===== src/rtl/far_pkg.sv =====
// ----------------------------------------------------------------------------
// far_pkg: shared types and constants for the fraction adder
// widths of operands and results, and the queue entry between front and back
// ----------------------------------------------------------------------------
package far_pkg;

    localparam int VALUE_WIDTH = 15;
    localparam int NUM_WIDTH   = 31;
    localparam int DEN_WIDTH   = 30;
    localparam int PROD_WIDTH  = 2 * VALUE_WIDTH;
    localparam int SUM_WIDTH   = PROD_WIDTH + 1;
    localparam int QUEUE_DEPTH = 2;
    localparam int QPTR_WIDTH  = $clog2(QUEUE_DEPTH);
    localparam int QCNT_WIDTH  = $clog2(QUEUE_DEPTH + 1);
    localparam int SHIFT_WIDTH = $clog2(SUM_WIDTH + 1);
    localparam int QBIT_WIDTH  = $clog2(SUM_WIDTH);

    typedef enum logic [1:0] {
        CLS_NORMAL,
        CLS_ZERO_DEN,
        CLS_ZERO_NUM
    } t_class;

    typedef struct packed {
        t_class                 cls;
        logic [SUM_WIDTH-1:0]   num;
        logic [PROD_WIDTH-1:0]  den;
    } t_job;

    typedef enum logic [2:0] {
        ST_IDLE,
        ST_SHIFT,
        ST_GCD,
        ST_DIV_NUM,
        ST_DIV_DEN,
        ST_DONE
    } t_state;

endpackage


===== src/rtl/far_if.sv =====
// ----------------------------------------------------------------------------
// far_in_if / far_out_if: valid-ready channels of the fraction adder
// a transfer happens when valid and ready are both high
// ----------------------------------------------------------------------------
interface far_in_if;
    logic                          valid;
    logic                          ready;
    logic [far_pkg::VALUE_WIDTH-1:0] num_a;
    logic [far_pkg::VALUE_WIDTH-1:0] den_a;
    logic [far_pkg::VALUE_WIDTH-1:0] num_b;
    logic [far_pkg::VALUE_WIDTH-1:0] den_b;
    modport source (output valid, num_a, den_a, num_b, den_b, input ready);
    modport sink   (input valid, num_a, den_a, num_b, den_b, output ready);
endinterface

interface far_out_if;
    logic                          valid;
    logic                          ready;
    logic [far_pkg::NUM_WIDTH-1:0] sum_num;
    logic [far_pkg::DEN_WIDTH-1:0] sum_den;
    logic [far_pkg::DEN_WIDTH-1:0] divisor;
    modport source (output valid, sum_num, sum_den, divisor, input ready);
    modport sink   (input valid, sum_num, sum_den, divisor, output ready);
endinterface


===== src/rtl/fraction_add_reduce.sv =====
// ----------------------------------------------------------------------------
// fraction_add_reduce: adds a/b + c/d and reduces the sum by its gcd
// front pipeline, job queue and iterative gcd/divide back end
// ----------------------------------------------------------------------------
// One item at a time goes through the back end: a binary gcd with one shift
// or subtract per cycle, then two restoring divisions by the gcd; a zero
// numerator or zero denominator skips both. The front end multiplies in
// two stages and a two-entry queue holds work while the back end is busy;
// the result register frees the back end once taken.
module fraction_add_reduce (
    input  logic     i_clk,
    input  logic     i_rst_n,
    far_in_if.sink   in_ch,
    far_out_if.source out_ch
);
    import far_pkg::*;

    logic w_f_valid, w_f_ready, w_b_valid, w_b_ready;
    t_job w_f_job, w_b_job;

    far_front u_front (
        .i_clk(i_clk), .i_rst_n(i_rst_n), .in_ch(in_ch),
        .o_job_valid(w_f_valid), .i_job_ready(w_f_ready), .o_job(w_f_job)
    );

    far_queue u_queue (
        .i_clk(i_clk), .i_rst_n(i_rst_n),
        .i_wr_valid(w_f_valid), .o_wr_ready(w_f_ready), .i_wr_job(w_f_job),
        .o_rd_valid(w_b_valid), .i_rd_ready(w_b_ready), .o_rd_job(w_b_job)
    );

    far_back u_back (
        .i_clk(i_clk), .i_rst_n(i_rst_n),
        .i_job_valid(w_b_valid), .o_job_ready(w_b_ready), .i_job(w_b_job),
        .out_ch(out_ch)
    );

endmodule


===== src/rtl/far_front.sv =====
// ----------------------------------------------------------------------------
// far_front: accepts operands, forms cross products and classifies the sum
// two-stage: register operands, then register products; sum and class form from them into the job
// ----------------------------------------------------------------------------
module far_front (
    input  logic               i_clk,
    input  logic               i_rst_n,
    far_in_if.sink             in_ch,
    output logic               o_job_valid,
    input  logic               i_job_ready,
    output far_pkg::t_job      o_job
);
    import far_pkg::*;

    logic                    r_op_valid, n_op_valid;
    logic [VALUE_WIDTH-1:0]  r_a, r_b, r_c, r_d;
    logic                    r_p_valid, n_p_valid;
    logic [PROD_WIDTH-1:0]   r_ad, r_cb, r_bd;
    logic [SUM_WIDTH-1:0]    w_sum;
    logic                    w_p_adv, w_op_adv;

    assign w_p_adv  = !r_p_valid || i_job_ready;
    assign w_op_adv = !r_op_valid || w_p_adv;
    assign in_ch.ready = w_op_adv;

    always_comb begin
        n_op_valid = r_op_valid;
        if (w_op_adv) begin
            n_op_valid = in_ch.valid;
        end
        n_p_valid = r_p_valid;
        if (w_p_adv) begin
            n_p_valid = r_op_valid;
        end
    end

    always_ff @(posedge i_clk) begin
        if (!i_rst_n) begin
            r_op_valid <= 1'b0;
            r_p_valid  <= 1'b0;
        end else begin
            r_op_valid <= n_op_valid;
            r_p_valid  <= n_p_valid;
        end
        if (w_op_adv && in_ch.valid) begin
            r_a <= in_ch.num_a;
            r_b <= in_ch.den_a;
            r_c <= in_ch.num_b;
            r_d <= in_ch.den_b;
        end
        if (w_p_adv && r_op_valid) begin
            r_ad <= PROD_WIDTH'(r_a) * PROD_WIDTH'(r_d);
            r_cb <= PROD_WIDTH'(r_c) * PROD_WIDTH'(r_b);
            r_bd <= PROD_WIDTH'(r_b) * PROD_WIDTH'(r_d);
        end
    end

    assign w_sum = SUM_WIDTH'(r_ad) + SUM_WIDTH'(r_cb);

    always_comb begin
        o_job.num = w_sum;
        o_job.den = r_bd;
        if (r_bd == '0) begin
            o_job.cls = CLS_ZERO_DEN;
        end else if (w_sum == '0) begin
            o_job.cls = CLS_ZERO_NUM;
        end else begin
            o_job.cls = CLS_NORMAL;
        end
    end

    assign o_job_valid = r_p_valid;

endmodule


===== src/rtl/far_queue.sv =====
// ----------------------------------------------------------------------------
// far_queue: short fifo of classified jobs between front and back
// ----------------------------------------------------------------------------
module far_queue (
    input  logic           i_clk,
    input  logic           i_rst_n,
    input  logic           i_wr_valid,
    output logic           o_wr_ready,
    input  far_pkg::t_job  i_wr_job,
    output logic           o_rd_valid,
    input  logic           i_rd_ready,
    output far_pkg::t_job  o_rd_job
);
    import far_pkg::*;

    t_job                  r_mem [QUEUE_DEPTH];
    logic [QPTR_WIDTH-1:0] r_wp, r_rp;
    logic [QCNT_WIDTH-1:0] r_cnt;
    logic                  w_wr, w_rd;

    assign o_wr_ready = r_cnt != QCNT_WIDTH'(QUEUE_DEPTH);
    assign o_rd_valid = r_cnt != '0;
    assign w_wr = i_wr_valid && o_wr_ready;
    assign w_rd = o_rd_valid && i_rd_ready;
    assign o_rd_job = r_mem[r_rp];

    always_ff @(posedge i_clk) begin
        if (!i_rst_n) begin
            r_wp  <= '0;
            r_rp  <= '0;
            r_cnt <= '0;
        end else begin
            if (w_wr) begin
                r_wp <= r_wp + 1'b1;
            end
            if (w_rd) begin
                r_rp <= r_rp + 1'b1;
            end
            r_cnt <= r_cnt + QCNT_WIDTH'(w_wr) - QCNT_WIDTH'(w_rd);
        end
        if (w_wr) begin
            r_mem[r_wp] <= i_wr_job;
        end
    end

endmodule


===== src/rtl/far_back.sv =====
// ----------------------------------------------------------------------------
// far_back: binary gcd and two restoring divisions, one step per cycle
// result sits in an output register until the transfer
// ----------------------------------------------------------------------------
module far_back (
    input  logic           i_clk,
    input  logic           i_rst_n,
    input  logic           i_job_valid,
    output logic           o_job_ready,
    input  far_pkg::t_job  i_job,
    far_out_if.source      out_ch
);
    import far_pkg::*;

    t_state                 r_state, n_state;
    logic [SUM_WIDTH-1:0]   r_x, r_y, r_num, r_quo, r_rem, r_g;
    logic [PROD_WIDTH-1:0]  r_den;
    logic [SHIFT_WIDTH-1:0] r_shift;
    logic [QBIT_WIDTH-1:0]  r_bit;
    logic                   r_ovalid;
    logic [NUM_WIDTH-1:0]   r_onum;
    logic [DEN_WIDTH-1:0]   r_oden, r_odiv;
    logic [SUM_WIDTH-1:0]   w_dvd, w_trial;
    logic                   w_take, w_free;

    assign w_free      = !r_ovalid || out_ch.ready;
    assign o_job_ready = r_state == ST_IDLE;
    assign w_take      = i_job_valid && o_job_ready;

    always_comb begin
        n_state = r_state;
        case (r_state)
            ST_IDLE: begin
                if (i_job_valid) begin
                    n_state = (i_job.cls == CLS_NORMAL) ? ST_SHIFT : ST_DONE;
                end
            end
            ST_SHIFT: begin
                if (r_x[0] || r_y[0]) begin
                    n_state = ST_GCD;
                end
            end
            ST_GCD: begin
                if (r_y == '0) begin
                    n_state = ST_DIV_NUM;
                end
            end
            ST_DIV_NUM: begin
                if (r_bit == '0) begin
                    n_state = ST_DIV_DEN;
                end
            end
            ST_DIV_DEN: begin
                if (r_bit == '0) begin
                    n_state = ST_DONE;
                end
            end
            ST_DONE: begin
                if (w_free) begin
                    n_state = ST_IDLE;
                end
            end
            default: n_state = ST_IDLE;
        endcase
    end

    assign w_dvd   = (r_state == ST_DIV_NUM) ? r_num : SUM_WIDTH'(r_den);
    assign w_trial = {r_rem[SUM_WIDTH-2:0], w_dvd[r_bit]};

    always_ff @(posedge i_clk) begin
        if (!i_rst_n) begin
            r_state  <= ST_IDLE;
            r_ovalid <= 1'b0;
        end else begin
            r_state <= n_state;
            if (r_state == ST_DONE && w_free) begin
                r_ovalid <= 1'b1;
            end else if (out_ch.ready) begin
                r_ovalid <= 1'b0;
            end
        end
        case (r_state)
            ST_IDLE: begin
                if (w_take) begin
                    r_num   <= i_job.num;
                    r_den   <= i_job.den;
                    r_x     <= i_job.num;
                    r_y     <= SUM_WIDTH'(i_job.den);
                    r_shift <= '0;
                    if (i_job.cls == CLS_ZERO_DEN) begin
                        r_quo <= i_job.num;
                        r_rem <= '0;
                        r_g   <= SUM_WIDTH'(1);
                    end else begin
                        r_quo <= '0;
                        r_rem <= SUM_WIDTH'(1);
                        r_g   <= SUM_WIDTH'(i_job.den);
                    end
                end
            end
            ST_SHIFT: begin
                if (!(r_x[0] || r_y[0])) begin
                    r_x     <= r_x >> 1;
                    r_y     <= r_y >> 1;
                    r_shift <= r_shift + 1'b1;
                end
            end
            ST_GCD: begin
                if (!r_x[0]) begin
                    r_x <= r_x >> 1;
                end else if (r_y == '0) begin
                    r_g   <= r_x << r_shift;
                    r_bit <= QBIT_WIDTH'(SUM_WIDTH - 1);
                    r_rem <= '0;
                    r_quo <= '0;
                end else if (!r_y[0]) begin
                    r_y <= r_y >> 1;
                end else if (r_x > r_y) begin
                    r_x <= r_y;
                    r_y <= r_x - r_y;
                end else begin
                    r_y <= r_y - r_x;
                end
            end
            ST_DIV_NUM, ST_DIV_DEN: begin
                if (r_bit == '0 && r_state == ST_DIV_NUM) begin
                    r_num <= {r_quo[SUM_WIDTH-2:0], w_trial >= r_g};
                    r_rem <= '0;
                    r_quo <= '0;
                end else if (w_trial >= r_g) begin
                    r_rem <= w_trial - r_g;
                    r_quo <= {r_quo[SUM_WIDTH-2:0], 1'b1};
                end else begin
                    r_rem <= w_trial;
                    r_quo <= {r_quo[SUM_WIDTH-2:0], 1'b0};
                end
                if (r_bit == '0) begin
                    r_bit <= QBIT_WIDTH'(SUM_WIDTH - 1);
                end else begin
                    r_bit <= r_bit - 1'b1;
                end
            end
            ST_DONE: begin
                if (w_free) begin
                    r_odiv <= DEN_WIDTH'(r_g);
                    if (r_num == '0 || r_den == '0) begin
                        r_onum <= NUM_WIDTH'(r_quo);
                        r_oden <= DEN_WIDTH'(r_rem);
                    end else begin
                        r_onum <= NUM_WIDTH'(r_num);
                        r_oden <= DEN_WIDTH'(r_quo);
                    end
                end
            end
            default: ;
        endcase
    end

    assign out_ch.valid   = r_ovalid;
    assign out_ch.sum_num = r_onum;
    assign out_ch.sum_den = r_oden;
    assign out_ch.divisor = r_odiv;

endmodule


===== src/flat_wrapper.sv =====
// flat-port wrapper written by rule: the top's interface ports become plain ports
module fraction_add_reduce_flat import far_pkg::*;
  (i_clk, i_rst_n, in_ch_valid, in_ch_num_a, in_ch_den_a, in_ch_num_b, in_ch_den_b, in_ch_ready, out_ch_valid, out_ch_sum_num, out_ch_sum_den, out_ch_divisor, out_ch_ready);
  far_in_if in_ch_i ();
  far_out_if out_ch_i ();
  input  logic i_clk;
  input  logic i_rst_n;
  input wire logic [$bits(in_ch_i.valid)-1:0] in_ch_valid;
  input wire logic [$bits(in_ch_i.num_a)-1:0] in_ch_num_a;
  input wire logic [$bits(in_ch_i.den_a)-1:0] in_ch_den_a;
  input wire logic [$bits(in_ch_i.num_b)-1:0] in_ch_num_b;
  input wire logic [$bits(in_ch_i.den_b)-1:0] in_ch_den_b;
  output wire logic [$bits(in_ch_i.ready)-1:0] in_ch_ready;
  output wire logic [$bits(out_ch_i.valid)-1:0] out_ch_valid;
  output wire logic [$bits(out_ch_i.sum_num)-1:0] out_ch_sum_num;
  output wire logic [$bits(out_ch_i.sum_den)-1:0] out_ch_sum_den;
  output wire logic [$bits(out_ch_i.divisor)-1:0] out_ch_divisor;
  input wire logic [$bits(out_ch_i.ready)-1:0] out_ch_ready;
  assign in_ch_i.valid = in_ch_valid;
  assign in_ch_i.num_a = in_ch_num_a;
  assign in_ch_i.den_a = in_ch_den_a;
  assign in_ch_i.num_b = in_ch_num_b;
  assign in_ch_i.den_b = in_ch_den_b;
  assign in_ch_ready = in_ch_i.ready;
  assign out_ch_valid = out_ch_i.valid;
  assign out_ch_sum_num = out_ch_i.sum_num;
  assign out_ch_sum_den = out_ch_i.sum_den;
  assign out_ch_divisor = out_ch_i.divisor;
  assign out_ch_i.ready = out_ch_ready;
  fraction_add_reduce u_core (.i_clk(i_clk), .i_rst_n(i_rst_n), .in_ch(in_ch_i), .out_ch(out_ch_i));
endmodule

===== config.mk =====
export PLATFORM = sky130hd
export DESIGN_NAME = fraction_add_reduce_flat
export DESIGN_NICKNAME = d
export VERILOG_FILES = /design/src/rtl/far_pkg.sv /design/src/rtl/far_if.sv /design/src/rtl/fraction_add_reduce.sv /design/src/rtl/far_front.sv /design/src/rtl/far_queue.sv /design/src/rtl/far_back.sv /design/src/flat_wrapper.sv
export SDC_FILE = /design/constraint.sdc
export NUM_CORES = 2
export LEC_CHECK = 0
export BUFFER_PORTS_ARGS = -buffer_cell sky130_fd_sc_hd__clkbuf_2
export CAP_MARGIN = 40
export CORE_ASPECT_RATIO = 1.1
export CORE_MARGIN = 5
export CORE_UTILIZATION = 25
export DETAILED_ROUTE_END_ITERATION = 16
export MAX_ROUTING_LAYER = met4
export PLACE_DENSITY = 0.47
export SETUP_SLACK_MARGIN = 0.02
export SLEW_MARGIN = 15
export SYNTH_ARGS = -nofsm -noshare
export SYNTH_HDL_FRONTEND = slang
export SYNTH_SLANG_ARGS = --single-unit

===== constraint.sdc =====
create_clock -name i_clk -period 11.7 [get_ports i_clk]
set_input_delay 3.51 -clock i_clk [delete_from_list [all_inputs] [get_ports i_clk]]
set_output_delay 3.51 -clock i_clk [all_outputs]
set_load 0.01 [all_outputs]

* Yosys cells after proc, flatten, opt, wreduce, memory -nomap -nowiden
Memories as Yosys holds them, arrays and structs flattened. A register that Yosys moved wholly into a read port is not among the register bits.
Cells that the tools add are included.
** Storage, ports and cells
- Word-level logic and storage cells :: 169
- Bits in writable memories :: 126
- Flip-flop bits (word level) :: 476
- Memories kept :: 1
- Bits of input ports :: 64
** Memories
- u_core.u_queue.r_mem :: depth 2, width 63, read ports 1, clocked after Yosys merged registers in 1, write ports 1, RTL line far_queue.sv:16 : t_job r_mem [QUEUE_DEPTH];
** Operators by class
- Shift-type cells :: 1
- Reduce and logical (&&, ||, !) cells :: 42
- Add/subtract/negate cells :: 10
- Equality and inequality tests :: 21
- Order comparisons :: 3
- Mux-type cells :: 61
- $mul :: 3
** Operator list (count)
- $mux W31 :: 23
- $pmux W31 S3 :: 3
- $mux W30 :: 5
- $pmux W31 S2 :: 2
- $logic_not A31 Y1 :: 3
- $mul A15 B15 Y30 :: 3
- $pmux W30 S3 :: 1
- $sub A31 B31 Y31 :: 2
- $logic_not A30 Y1 :: 2
- $add A30 B30 Y31 :: 1
- $ge A31 B31 Y1 :: 1
- $gt A31 B31 Y1 :: 1
- $shl A31 B5 Y31 :: 1
- $sub A30 B30 Y30 :: 1
- $mux W5 :: 5
- $ne A2 B2 Y1 const B :: 11
- $mux W3 :: 7
- $pmux W5 S2 :: 2
- $pmux W3 S6 :: 1
- $reduce_and A3 Y1 :: 4
- $reduce_and A6 Y1 :: 2
- $reduce_bool A2 Y1 :: 6
- $mux W1 :: 9
- $ne A3 B3 Y1 const B :: 3
- 24 further kinds :: 42

* Logic depth before layout (Yosys ltp)
- Depth in word-level cells :: 8
- Gate-level depth with buffers :: 26
- Mapped depth without buffers :: 25

* Cells and area by module
From an unflattened synthesis, not the netlist that was laid out.
** Unflattened totals
- Cell total of the unflattened synthesis :: 5153
- Area, all modules :: 53707.8 µm²
** Modules (own cells, without submodules)
- far_front :: area an instance 28372.2 µm², sequential area each 4544.4 µm², cells an instance 2934, times used 1
- far_back :: area an instance 20528.4 µm², sequential area each 9569.2 µm², cells an instance 1993, times used 1
- far_queue :: area an instance 4807.1 µm², sequential area each 3883.7 µm², cells an instance 226, times used 1

* Worst setup path after synthesis
Ideal clock, no wire load.
- Kind :: input to register
- From :: input port out_ch_ready
- To :: register u_core.u_back.r_odiv[0], in the netlist u_core.u_back.out_ch.divisor[0], enable pin
- Path slack :: 3.791 ns
- Cell stages on the path :: 2
- Data arrival time :: 7.368 ns
- Setup time :: 0.541 ns
- Path buffers :: 0
- Cells stage by stage :: nor2b_1 > nor2_1
** Between the ends
- Cells in the longest elaborated chain, start to end :: 2
** RTL lines
- start, declared :: RTL line flat_wrapper.sv:18 : input wire logic [$bits(out_ch_i.ready)-1:0] out_ch_ready;
- $logic_or A1 B1 Y1 :: RTL line far_back.sv:26 : assign w_free = !r_ovalid || out_ch.ready;
- $reduce_and A2 Y1 (no line)
- end signal, assigned :: RTL line far_back.sv:145 : r_odiv <= DEN_WIDTH'(r_g);
- end, declared :: RTL line far_back.sv:22 : logic [DEN_WIDTH-1:0] r_oden, r_odiv;
Every way passes these cells.
A chain may end at the register's enable or synchronous reset.

* Worst setup path in the final report
- From :: register u_core.u_front.r_b[10]
- To :: register u_core.u_front.r_bd[29] (data pin)
** Between the ends
- Cells in the longest elaborated chain, start to end :: 1
** RTL lines
- start, declared :: RTL line far_front.sv:16 : logic [VALUE_WIDTH-1:0] r_a, r_b, r_c, r_d;
- start signal, assigned :: RTL line far_front.sv:47 : r_b <= in_ch.den_a;
- $mul A15 B15 Y30 :: RTL line far_front.sv:54 : r_bd <= PROD_WIDTH'(r_b) * PROD_WIDTH'(r_d);
- end signal, assigned :: RTL line far_front.sv:54
- end, declared :: RTL line far_front.sv:18 : logic [PROD_WIDTH-1:0] r_ad, r_cb, r_bd;
Every way passes these cells.

==> out/metrics.yaml <==
outcome:
  status: "finished, final reports clean"
setup_path:
  path_class: "reg2reg"
  reg2reg_to: "u_core.u_front.r_bd[29]"
  arrival_ns: 7.53
  reg2regPathDepth: 25
  critical_path.startpoint: "u_core.u_front.r_b[10]"
  r2r_slack_ns: 4.57
  cp_max_fo: 30
  worstPathRequired_ns: 12.10
  r2r-start: "u_core.u_front.r_b[10]"
  start_kind: "flop"
  end_kind: "flop"
sta:
  min_period_ns: 7.13
  final.setup_skew_ns: 0.0390
  setup_tns_ns: 0
  max-slew-margin-rel_pct: 40.8
  setup_viol: 0
  grt_setup_unrepaired: "false"
  hold_viol: 0
  worst_pin_slew_ns: 0.863
  fmax_mhz: 140
  fin_crit_sh_pct: 60.9
  slew_viol_final: 0
route:
  drt_iter0_drc: 2799
  wl_um: 164000
  dr_total_vias: 37000
  drtPass1Iterations: 6
  avgRoutedWirePerCell_um: 20.7
  via_per_inst: 4.65
  drc: 0
  ant_nets: 0
floorplan:
  core.rowCount: 177
  io-pin-count: 157
  initial_core_util_pct: 25.1
  coreArea_mm2: 0.211
  die_w_um: 449
  dieArea_mm2: 0.221
  die-height_um: 493
synthesis:
  yosys.area_share.adder_pct: 28.8
  synth_simple_gate_area_share_pct: 13.0
  ys.flop_type: "edfxtp_1"
  synth_top_family_by_area: "adder cells"
  synthArstFlopShare_pct: 0
  syn_nets: 6014
  synthMuxAreaShare_pct: 4.93
  syn_inst: 5035
  synth.ff_latch_count: 603
  synth-xor-area-share_pct: 2.68
  syn_area_mm2: 0.0529
  synth_compound_area_share_pct: 9.74
  avgSynthCellArea_um2: 10.5
  synth_cell_types: 86
  synth_edf_count: 592
  ys_seq_area_share_pct: 34.0
  yosys_warnings: 0
global_route:
  gr-total-overflow: 0
  grt_pass1_wl_um: 250000
  grt_max_degree: 69
  antenna_found_initial: 4
  grt_pass1_vias: 37900
  grtUsageTotal_pct: 15.1
placement:
  place_hpwl_um: 127000
  portBuffers: 156
  gp_congestion: 0.893
  dp_cells: 7812
layout:
  layout-drive-gt1-share_pct: 10.2
  syn2layout_area_growth_pct: 12.7
  nets: 6093
  stdcell_count: 7952
  finalCoreUtilization_pct: 28.3
clock_network:
  hold_buffers: 0
  clk_pin_slew_ns: 0.06
  root_buffer: "clkbuf_16"
  cts_sinks: 603
  htreeDepth: 3
  cts_made_buffers: 71
  ctsResizeCount: 0
  clock_latency_ns: 0.70
  postCtsSetupBuffers: 0
  clockBufferDepth: 3
  cts_tree: "yes"
worst_hold_path:
  min_to: "u_core.u_back.out_ch.divisor[6]"
  hold_class: "reg2reg"
  hp-start: "u_core.u_back.r_g[6]"
  hold_depth: 0
job:
  maxCapViolCount: 0
## registers in the layout (all words and copies together) (netlist names), 31 cells and up, named ones only
signal and cells:
u_core.u_back.r_x 31, u_core.u_back.out_ch.sum_num 31, u_core.u_back.r_num 31, u_core.u_queue.r_mem 126, u_core.u_back.r_g 31, u_core.u_back.r_quo 31, u_core.u_back.r_y 31
## kinds of logic (layout without fill, tap and decap cells)
| family | after synthesis | count (layout) |
|---|---|---|
| other cells | 0 | 7 |
| mux | 216 | 216 |
| xor+xnor | 161 | 161 |
| compound gates | 791 | 791 |
| simple gates | 1388 | 1388 |
| buf+inv | 961 | 1097 |
| fa+ha+maj | 915 | 915 |
| flops | 603 | 603 |
## layout make-up
class | instances | area (µm²)
fillers | 22100 | 151000
flip-flops and latches | 603 | 18000
clock buffers | 78 | 1800
well taps | 2774 | 3470
clock inverters | 52 | 601
repair buffers | 246 | 1610
inverters | 721 | 2710
diodes | 7 | 17.5
multi-input cells | 3471 | 31500
## placed cells by master, fill, tap and decap left out, types with 10 or more instances in the layout
master and count:
inv_1 719, edfxtp_1 592, fa_1 505, nand2_1 472, and2_1 426, ha_1 410
a21oi_1 224, nor2_1 222, o21ai_0 172, clkbuf_2 156, xnor2_1 110, mux2i_1 103
a21o_1 86, mux2_2 86, buf_4 77, clkbuf_16 71, xor2_1 50, nand3_1 43
nor4_1 37, a221o_1 36, nor3_1 33, nand4_1 32, nand2b_1 31, o21a_1 30
o21bai_1 29, a211oi_1 27, mux4_2 27, a31oi_1 24, nor2b_1 22, o221ai_1 19
a22oi_1 18, o22ai_1 14, clkinv_2 14, and3_1 13, or3_1 11, clkinv_1 11
or2_2 10, dfxtp_1 10
## cell usage after synthesis, drive strengths merged, types with 7 or more instances
library cell | count | area [µm²]
dfxtp | 11 | 220
or3 | 11 | 68.8
a31oi | 25 | 171
o211ai | 8 | 60.1
o31a | 8 | 70.1
xnor2 | 110 | 963
a22oi | 18 | 135
nor2b | 24 | 158
buf | 8 | 33.8
o31ai | 7 | 66.3
or2 | 11 | 68.8
inv | 721 | 2710
clkbuf | 232 | 871
and3 | 15 | 98.8
ha | 410 | 5130
nor2 | 229 | 860
nand3 | 43 | 215
o21bai | 29 | 218
o22ai | 17 | 113
a211oi | 28 | 215
mux2 | 86 | 968
nand2 | 472 | 1770
nor3 | 33 | 165
a21o | 86 | 646
o21a | 30 | 225
nand4 | 32 | 200
a21oi | 232 | 1170
o221ai | 19 | 166
xor2 | 51 | 454
and2 | 429 | 2690
or4 | 7 | 56.3
mux2i | 103 | 1030
a31o | 7 | 61.3
o21ai | 175 | 880
mux4 | 27 | 608
a221o | 36 | 360
nand2b | 31 | 194
fa | 505 | 10100
nor4 | 38 | 244
edfxtp | 592 | 17800
## through the flow
stage          hold WS (ns)  setup slack, ns  instance area (µm²)
2_1_floorplan         0.426             3.79                52900
3_3_place_gp          0.441             4.60                56900
3_5_place_dp          0.447             4.58                57200
4_1_cts               0.461             4.55                59600
5_1_grt               0.475             4.15                59600
6_report              0.457             4.57                59700
## layer usage
layer	GRT usage (%)	wire length, µm
met3	1.64	7060
met1	20.7	76600
met5	-	0
met4	4.67	6130
met2	23.7	74600
## worst max-delay path by stage
stage,to,slack (ns),depth (start not counted)
2_1_floorplan,u_core.u_back.out_ch.divisor[0],3.79,2
3_3_place_gp,u_core.u_front.r_cb[29],4.60,25
3_5_place_dp,u_core.u_front.r_cb[29],4.58,25
4_1_cts,u_core.u_front.r_cb[29],4.55,25
5_1_grt,u_core.u_front.r_bd[29],4.15,25
6_report,u_core.u_front.r_bd[29],4.57,25
## critical path, stage by stage (launching register included)
cell and delay [ns]:
edfxtp_1 0.35, buf_4 0.26, and2_1 0.21, fa_1 0.53, inv_1 0.05, fa_1 0.52, inv_1 0.05, fa_1 0.50
inv_1 0.06, fa_1 0.52, inv_1 0.05, fa_1 0.48, inv_1 0.05, fa_1 0.47, inv_1 0.04, ha_1 0.33
a2111oi_0 0.39, o21ai_0 0.20, a41oi_1 0.37, o211a_1 0.25, a311oi_1 0.15, a21oi_1 0.23, a21oi_1 0.14, a221o_1 0.35
a21oi_1 0.18, xnor2_1 0.11
Power is left out: the tool's default activity adds up to more than one toggle a clock period on the data nets, which glitch-free logic cannot reach.
